### config.mk
export PLATFORM = sky130hd
export DESIGN_NAME = ppm_ctrl
export DESIGN_NICKNAME = d
export VERILOG_FILES = /design/src/rtl/core/ppm_pkg.sv /design/src/rtl/core/ppm_ctrl.sv
export SDC_FILE = /design/constraint.sdc
export NUM_CORES = 1
export LEC_CHECK = 0
export BUFFER_PORTS_ARGS = -buffer_cell sky130_fd_sc_hd__buf_2
export CAP_MARGIN = 15
export CORE_AREA = 5 5 42 44
export DETAILED_ROUTE_END_ITERATION = 12
export DIE_AREA = 0 0 47 49
export PLACE_DENSITY = 0.68
export SYNTH_ARGS = -nofsm -noshare
export SYNTH_HDL_FRONTEND = slang
export SYNTH_SLANG_ARGS = --single-unit
### constraint.sdc
create_clock -name clk -period 1.3 [get_ports clk]
set_input_delay 0.26 -clock clk [delete_from_list [all_inputs] [get_ports clk]]
set_output_delay 0.26 -clock clk [all_outputs]
set_load 0.05 [all_outputs]
### src/rtl/core/ppm_pkg.sv
// Shared types, codes and constants of the pulse period power meter.
// No dependencies; every other file of the block but ppm_div imports this package.
package ppm_pkg;

  localparam int TIME_BITS_DEF = 32;
  localparam logic [31:0] TIMEOUT_RESET = 32'd2000000;
  localparam logic CUR_SEL_RESET = 1'b1;
  localparam int EnergyDivisor = 1000000;
  localparam int CFG_IDX_BITS = 3;

  typedef enum logic [2:0] {
    CMD_POWER_EDGE   = 3'd0,
    CMD_SECOND_EDGE  = 3'd1,
    CMD_READ         = 3'd2,
    CMD_SET_MODE     = 3'd3,
    CMD_RESET_ENERGY = 3'd4
  } cmd_code_t;

  typedef enum logic [CFG_IDX_BITS-1:0] {
    CFG_TIMEOUT     = 3'd0,
    CFG_CUR_SEL     = 3'd1,
    CFG_POWER_MULT  = 3'd2,
    CFG_VOLT_MULT   = 3'd3,
    CFG_CUR_MULT    = 3'd4
  } cfg_reg_t;

  typedef struct packed {
    logic [2:0]  command;
    logic [31:0] timestamp_us;
    logic        want_current;
  } in_item_t;

  typedef struct packed {
    logic        select_level;
    logic        measuring_current;
    logic [15:0] power_w;
    logic [15:0] current_ca;
    logic [15:0] voltage_v;
    logic [31:0] energy_ws;
  } out_item_t;

  typedef enum logic [3:0] {
    ST_IDLE,
    ST_EXEC,
    ST_PDIV,
    ST_PWAIT,
    ST_CHECK1,
    ST_CDIV,
    ST_CWAIT,
    ST_CHECK2,
    ST_VDIV,
    ST_VWAIT,
    ST_EMUL,
    ST_EDIV,
    ST_EWAIT,
    ST_DONE
  } state_t;

  typedef enum logic [2:0] {
    DP_NONE,
    DP_EXEC,
    DP_CHECK1,
    DP_CHECK2,
    DP_MUL,
    DP_HOLD
  } dp_op_t;

  typedef enum logic [1:0] {
    DIV_POWER,
    DIV_CURRENT,
    DIV_VOLTAGE,
    DIV_ENERGY
  } div_sel_t;

  typedef struct packed {
    logic     capture;
    dp_op_t   op;
    logic     div_start;
    div_sel_t div_sel;
    logic     publish;
  } ctrl_cmd_t;

  typedef struct packed {
    logic is_read;
    logic div_done;
    logic out_free;
  } dp_status_t;

endpackage

### src/rtl/core/ppm_ctrl.sv
// Controller state machine: sequences one request through update, divisions and result.
// Depends on ppm_pkg; commands ppm_datapath through ctrl_cmd_t.
module ppm_ctrl
  import ppm_pkg::*;
(
  input  logic       clk,
  input  logic       rst_n,
  input  logic       in_valid,
  output logic       in_ready,
  input  dp_status_t status,
  output ctrl_cmd_t  cmd
);

  state_t state_r, state_nxt;

  always_comb begin
    state_nxt = state_r;
    case (state_r)
      ST_IDLE:   if (in_valid) state_nxt = ST_EXEC;
      ST_EXEC:   state_nxt = status.is_read ? ST_PDIV : ST_DONE;
      ST_PDIV:   state_nxt = ST_PWAIT;
      ST_PWAIT:  if (status.div_done) state_nxt = ST_CHECK1;
      ST_CHECK1: state_nxt = ST_CDIV;
      ST_CDIV:   state_nxt = ST_CWAIT;
      ST_CWAIT:  if (status.div_done) state_nxt = ST_CHECK2;
      ST_CHECK2: state_nxt = ST_VDIV;
      ST_VDIV:   state_nxt = ST_VWAIT;
      ST_VWAIT:  if (status.div_done) state_nxt = ST_EMUL;
      ST_EMUL:   state_nxt = ST_EDIV;
      ST_EDIV:   state_nxt = ST_EWAIT;
      ST_EWAIT:  if (status.div_done) state_nxt = ST_DONE;
      ST_DONE:   if (status.out_free) state_nxt = ST_IDLE;
      default:   state_nxt = ST_IDLE;
    endcase
  end

  always_comb begin
    cmd.capture   = 1'b0;
    cmd.op        = DP_NONE;
    cmd.div_start = 1'b0;
    cmd.div_sel   = DIV_POWER;
    cmd.publish   = 1'b0;
    in_ready      = 1'b0;
    case (state_r)
      ST_IDLE: begin
        in_ready    = 1'b1;
        cmd.capture = in_valid;
      end
      ST_EXEC:   cmd.op = DP_EXEC;
      ST_PDIV: begin
        cmd.div_start = 1'b1;
        cmd.div_sel   = DIV_POWER;
      end
      ST_PWAIT: begin
        cmd.div_sel = DIV_POWER;
        if (status.div_done) cmd.op = DP_HOLD;
      end
      ST_CHECK1: cmd.op = DP_CHECK1;
      ST_CDIV: begin
        cmd.div_start = 1'b1;
        cmd.div_sel   = DIV_CURRENT;
      end
      ST_CWAIT: begin
        cmd.div_sel = DIV_CURRENT;
        if (status.div_done) cmd.op = DP_HOLD;
      end
      ST_CHECK2: cmd.op = DP_CHECK2;
      ST_VDIV: begin
        cmd.div_start = 1'b1;
        cmd.div_sel   = DIV_VOLTAGE;
      end
      ST_VWAIT: begin
        cmd.div_sel = DIV_VOLTAGE;
        if (status.div_done) cmd.op = DP_HOLD;
      end
      ST_EMUL:   cmd.op = DP_MUL;
      ST_EDIV: begin
        cmd.div_start = 1'b1;
        cmd.div_sel   = DIV_ENERGY;
      end
      ST_EWAIT: begin
        cmd.div_sel = DIV_ENERGY;
        if (status.div_done) cmd.op = DP_HOLD;
      end
      // hold the result until the output register frees up
      ST_DONE:   cmd.publish = status.out_free;
      default: ;
    endcase
  end

  always_ff @(posedge clk) begin
    if (!rst_n) begin
      state_r <= ST_IDLE;
    end else begin
      state_r <= state_nxt;
    end
  end

endmodule

==> results.tsv, run 1 <==
metric	value	unit
Avg Inst Size Synth	7.03	um2
simple-gate portion of the synthesized area	0.318	
Place WS	-0.275	ns
CP required	1.04	ns
synthesized-area fraction occupied by adder cells	0	
Final #Nets	120	
status	finished with violations	
Routed Antenna Nets	0	
vias	685	
largest net degree at the start of global routing	13	
max_slew headroom	0.836	
Post-DP HPWL	1230	um
Finished Layout Cells	128	
Multi-input gate area	527	um2
Synthesized Nets	77	
Worst Path Arrival	1.40	ns
mux share of post-synthesis cell area	0.0802	
TNS Setup	-3.28	ns
Synth Instances	71	
clock slew at reported path FFs	0.04	ns
failing checks	setup timing	
Yosys reg bits	4	
Remaining Overflow, GRT	0	
Max Root-Sink Buffers	2	
Syn. warnings	0	
Final GP Congestion	0.834	
HP Class	in -> reg	
CTS tree	built	
H-Tree Depth	1	
RSZ-0062 raised after global routing	true	
remaining routing DRC violations	0	
main combinational cell family by area after synthesis	simple AND/OR/NAND/NOR gates	
# rows	14	
clock latency on the worst-skew pair	0.24	ns
share of cells above drive strength 1	0.679	
Starting Density	0.356	
WL per Instance	15.0	um
# hold bufs at CTS	0	
reg2reg path depth	6	
crit share post-route	1.27	
cell total after placement	117	
First-pass DRT Iterations	2	
ranking of synthesized cells by area	dfxtp_1, mux2i_1, nand2_1	
initial antenna violation count	0	
Worst Hold Depth	3	
post-DR vias/cell	5.35	
critical setup path kind	reg -> out	
Die W	47	um
sequential-to-total area share from yosys stat	0.160	
Antenna Cells	0	
total track usage	0.177	
first-pass GRT wire length	2980	um
area of the mapped netlist	499	um2
Max Clk Rate	604	MHz
full die area	2300	um2
CP Launch Type	flop	
P per Cell Area	3150	nW/um2
Hold Fails Final Rpt	0	
Max-Cap Viols	0	
Routed WL	1920	um
smallest hold slack	0.329	ns
Max VDD drop	2.07	mV
initial drt markers	4	
LEAKAGE	0.000490	uW
biggest regs	state_r: 4 flops	
Final WS setup	-0.356	ns
Cell variety after synth	36	
post-synthesis xor/xnor area fraction	0.0351	
clk_skew	0.00851	ns
Worst setup EP type	output pin	
Biggest register	state_r	
vias in the first global route	693	
core area	1400	um2
largest driver fanout on the critical path	6	
CTS Sinks	4	
Worst Tran Pin Value	0.242	ns
Area growth syn-to-layout	116	%
CTS Buf Count	3	
Port Buffer Count	14	
Synth area leader	dfxtp_1	
Slew Limit Fails	0	
fill count	88	
fin crit period	1.66	ns
Final setup viols	13	
area occupied by registers	95.1	um2
Synth top area share	0.160	
Synth Area in Compound Gates	0.306	
clk root buf	clkbuf_4	
max reg flops	4	
Die Span Y	49	um
Top Ports	15	
==> Yosys cell counts (all sizes together) <==
cell / count
o311ai: 1
and2: 2
nor2: 4
clkbuf: 1
o21ai: 5
nor3: 2
a21o: 1
o31ai: 1
nand4b: 2
and3b: 1
buf: 6
or3: 1
nand2b: 3
inv: 3
mux2i: 4
o21a: 1
nor4: 1
dfxtp: 4
o32ai: 1
nand2: 9
a31o: 1
o22ai: 1
xor2: 2
or4: 1
and3: 1
o2bb2ai: 1
o211ai: 2
a21oi: 6
nand3: 2
o21bai: 1
==> logic make-up (layout without fill, tap and decap cells) <==
family / Yosys count / count (layout)
compound gates: 22 / 22
xor+xnor: 2 / 2
simple gates: 29 / 29
flops: 4 / 4
buf+inv: 10 / 51
mux: 4 / 4
==> per-stage QoR <==
stage	utilization	area, um2	total power, uW
CTS	0.686	961	3050
global route	0.768	1080	3610
global placement	0.579	811	2400
detailed placement	0.579	811	2420
floorplan	-	641	1930
finish	0.768	1080	3390
==> critical path, cell delays in order (launching register included) <==
cell	delay, ns
dfxtp_4	0.38
buf_4	0.13
nand2b_4	0.07
and2_4	0.15
buf_4	0.13
o2bb2ai_2	0.12
buf_6	0.17
==> routing by layer <==
| layer | vias up | GRT usage | share of wire |
|---|---|---|---|
| met3 | 4 | 0.0406 | 0.036 |
| met1 | 327 | 0.184 | 0.40 |
| met5 | - | 0 | 0 |
| met2 | 17 | 0.312 | 0.54 |
| li1 | 337 | - | - |
| met4 | 0 | 0.0829 | 0.021 |
==> layout make-up <==
type                       count  area share
clock buffer                   3      0.0209
inverter                       3      0.0105
multi-input combinational     57       0.490
sequential                     4      0.0884
tap                           16      0.0186
timing repair buffer          45       0.372
==> power breakdown <==
group	leakage (uW)	switching, uW	total (uW)	internal (uW)
sequential	0.0000356	171	386	215
clock	0.0000138	56.5	160	104
combinational	0.000441	1440	2850	1400
==> final timing paths <==
| kind | start | endpoint | slack, ns |
|---|---|---|---|
| min | rst_n | state_r[0] | 0.33 |
| min reg2reg | state_r[0] | state_r[0] | 0.53 |
| max | state_r[1] | cmd[1] | -0.36 |
| max reg2reg | state_r[0] | state_r[2] | -0.22 |
==> placed cells by master (no fill, tap or decap), types with 2 or more instances in the layout <==
cell type  Yosys  layout
a21oi_1        5       4
buf_2          4       5
nand2b_4       0       2
nor2_4         0       2
clkbuf_4       0       3
buf_8          0       3
o21ai_0        3       3
inv_1          2       2
mux2i_1        4       4
o211ai_1       2       2
buf_6          1      14
nand4b_1       2       2
a21oi_4        1       2
and2_4         0       2
dfxtp_4        0       4
nand2_1        9       7
nor2_2         1       2
buf_4          0      23
==> timing repair <==
item                                    4_1_cts  5_1_grt
resized for setup                            34       14
endpoints found under the setup margin       13       13
pin swaps                                     8        9
hold endpoints to repair                      0        0
buffers inserted                              3        6
No activity file was read; power rests on OpenSTA's default activity.
==> run 2: changes to the inputs <==
--- a/config.mk
+++ b/config.mk
@@ -5,12 +5,13 @@
 export SDC_FILE = /design/constraint.sdc
 export NUM_CORES = 1
 export LEC_CHECK = 0
+export ABC_AREA = 1
 export BUFFER_PORTS_ARGS = -buffer_cell sky130_fd_sc_hd__buf_2
 export CAP_MARGIN = 15
 export CORE_AREA = 5 5 42 44
 export DETAILED_ROUTE_END_ITERATION = 12
 export DIE_AREA = 0 0 47 49
-export PLACE_DENSITY = 0.68
+export PLACE_DENSITY = 0.67
 export SYNTH_ARGS = -nofsm -noshare
 export SYNTH_HDL_FRONTEND = slang
 export SYNTH_SLANG_ARGS = --single-unit
==> results.tsv, run 2 <==
metric	value	unit	change
crit-path cells	inv_2 -> nand2_1 -> nor2_4 -> nor2_4 -> nand2_4 -> nand2_4 -> nand3_4 -> buf_8		
clk root buf	clkbuf_4		
Final GP Congestion	0.822		-1.4%
critical setup path kind	reg -> out		
DP Area	766	um2	-5.6%
clk_skew	0.00406	ns	-0.00445 ns
area of the mapped netlist	495	um2	-0.75%
uppermost metal layer occupied by signal nets	met4		
register share of total power	0.110		-0.004
failing checks	setup timing		
Yosys reg bits	4		unchanged
H-Tree Depth	1		unchanged
Starting Density	0.354		-0.00268
fill count	95		+8.0%
Max VDD drop	1.40	mV	-32%
clock slew at reported path FFs	0.04	ns	about the same
Cell Int Power	1340	uW	-22%
post-DR vias/cell	5.01		-6.4%
status	finished with violations		
total track usage	0.170		-0.00633
WL met1	818	um	+5.4%
Worst Path Arrival	1.36	ns	-0.04 ns
DR WL met3	85	um	+23%
first-pass GRT wire length	2860	um	-3.9%
clock latency on the worst-skew pair	0.23	ns	about the same
NetSw	1610	uW	-3.4%
WL per Instance	14.6	um	-2.4%
Synth Instances	94		+32%
HP Class	in -> reg		
Max-Cap Viols	0		unchanged
CTS tree	built		
initial antenna violation count	0		unchanged
Finished Layout Cells	154		+20%
full die area	2300	um2	unchanged
First-pass DRT Iterations	4		+2
Max Clk Rate	619	MHz	+2.4%
Final WS setup	-0.317	ns	+0.0391 ns
Synth top area share	0.242		+0.0820
share of cells above drive strength 1	0.717		+0.0388
Place WS	-0.221	ns	+0.0535 ns
Synth area leader	nand2_1		
Top Ports	15		unchanged
Die Span Y	49	um	unchanged
Antenna Cells	0		unchanged
Port Buffer Count	14		unchanged
vias	771		+13%
largest driver fanout on the critical path	6		unchanged
max_slew headroom	0.843		+0.00724
Final setup viols	13		unchanged
P per Cell Area	2610	nW/um2	-17%
Biggest register	state_r		
crit share post-route	1.24		-0.0301
final instance area	1130	um2	+5.5%
Post-synth ARST share	0		unchanged
largest net degree at the start of global routing	7		-6
cell total after placement	140		+20%
initial drt markers	7		+3
Final #Nets	146		+22%
remaining routing DRC violations	0		unchanged
number of synthesized flops with an enable pin	0		unchanged
Clk pwr share	0.050		+0.003
vias in the first global route	684		-1.3%
LEAKAGE	0.000618	uW	+26%
slowest cell delay on critical path	0.40	ns	+0.02 ns
Synth Flop Type	dfxtp_1		
CP Launch Type	flop		
Routed met2 length	1270	um	+23%
CTS Buf Count	3		unchanged
count leader, synth	nand2_1		
RSZ-0062 raised after global routing	true		
Synthesized Nets	100		+30%
fin crit period	1.62	ns	-0.0391 ns
core area	1400	um2	unchanged
CTS Sinks	4		unchanged
Remaining Overflow, GRT	0		unchanged
list of most frequent post-synthesis cells	nand2_1, inv_1, nor2_1, nand3_1		
Routed WL	2250	um	+17%
Max Root-Sink Buffers	2		unchanged
sequential-to-total area share from yosys stat	0.162		+0.00122
Hold Fails Final Rpt	0		unchanged
Total Power	2960	uW	-13%
Multi-input gate area	552	um2	+4.8%
Worst setup EP type	output pin		
max reg flops	4		unchanged
Slew Limit Fails	0		unchanged
Routed Antenna Nets	0		unchanged
# rows	14		unchanged
Avg Inst Size Synth	5.27	um2	-25%
Cell variety after synth	17		-53%
Area growth syn-to-layout	129	%	
Logic pwr share	0.840		about the same
Die W	47	um	unchanged
area occupied by registers	95.1	um2	unchanged
biggest regs	state_r: 4 flops		
sw frac	0.546		+0.0534
ranking of synthesized cells by area	nand2_1, dfxtp_1, inv_1		
Syn. warnings	0		unchanged
Post-DP HPWL	1300	um	+5.3%
Critical Path Slowest Stage Cell	dfxtp_4		
# hold bufs at CTS	0		unchanged
most common cell after layout, fill and taps aside	buf_4		
Worst Tran Pin Value	0.234	ns	-0.00759 ns
CP required	1.04	ns	about the same
most frequent cells in the layout	buf_4, nand2_1, nand2_2, nor2_4, nand2_4		
-- run 2: changes by cell type in the layout (fill, tap and decap cells not counted), sizes merged, moves of 4 or more --
cell,previous run,this run
nand2,9,37
inv,3,16
nor2,4,15
nand3,2,8
buf,45,41
mux2i,4,0
-- run 2: logic make-up (layout without fill, tap and decap cells) --
kind of cell,after synthesis,count (layout),synth area share
and+or+nand+nor,64,64,0.596
buffers and inverters,17,61,0.129
AOI/OAI and AO/OA,9,9,0.114
DFF,4,4,0.162
-- run 2: timing repair --
| action | 4_1_cts | 5_1_grt |
|---|---|---|
| setup buffers | 4 | 7 |
| gates resized for setup | 36 | 45 |
| pin swaps | 7 | 20 |
| endpoints found under the setup margin | 13 | 13 |
-- run 2: critical path, delay by kind of cell, from the launching register on --
kind	cells	cell delay, ns
flip-flops	1	0.40
buffers and inverters	2	0.20
AND/OR/NAND/NOR	6	0.54
-- run 2: layout make-up --
class | count | share of cell area
flip-flops and latches | 4 | 0.0838
well taps | 16 | 0.0176
inverters | 17 | 0.0662
clock buffers | 3 | 0.0198
repair buffers | 41 | 0.326
multi-input cells | 73 | 0.486
-- run 2: stage by stage --
step | TNS (ns) | util | hold slack [ns]
finish | -3.14 | 0.810 | 0.322
global route | -4.02 | 0.810 | 0.340
CTS | -2.47 | 0.654 | 0.303
detailed placement | -1.25 | 0.546 | 0.489
global placement | -0.985 | 0.546 | 0.479
floorplan | -0.0200 | - | 0.413
-- run 2: path summary, 6_finish.rpt --
| check | start | endpoint | slack, ns | cells past startpoint |
|---|---|---|---|---|
| worst max register to register | state_r[3] | state_r[1] | -0.27 | 11 |
| worst min-delay path | rst_n | state_r[0] | 0.32 | 3 |
| worst min register to register | state_r[3] | state_r[3] | 0.53 | 2 |
| worst max-delay path | state_r[3] | cmd[4] | -0.32 | 8 |
-- run 2: power groups by stage --
stage | combinational [uW] | sequential (uW) | clock [uW]
detailed placement | 1660 | 255 | 0
CTS | 1920 | 302 | 159
floorplan | 1180 | 244 | 0
finish | 2480 | 325 | 149
global route | 2640 | 335 | 170
global placement | 1650 | 251 | 0
-- run 2: layer usage --
layer	track usage	vias up
li1	-	383
met1	0.197	358
met2	0.303	22
met3	0.0258	8
met4	0.0507	0
met5	0	-
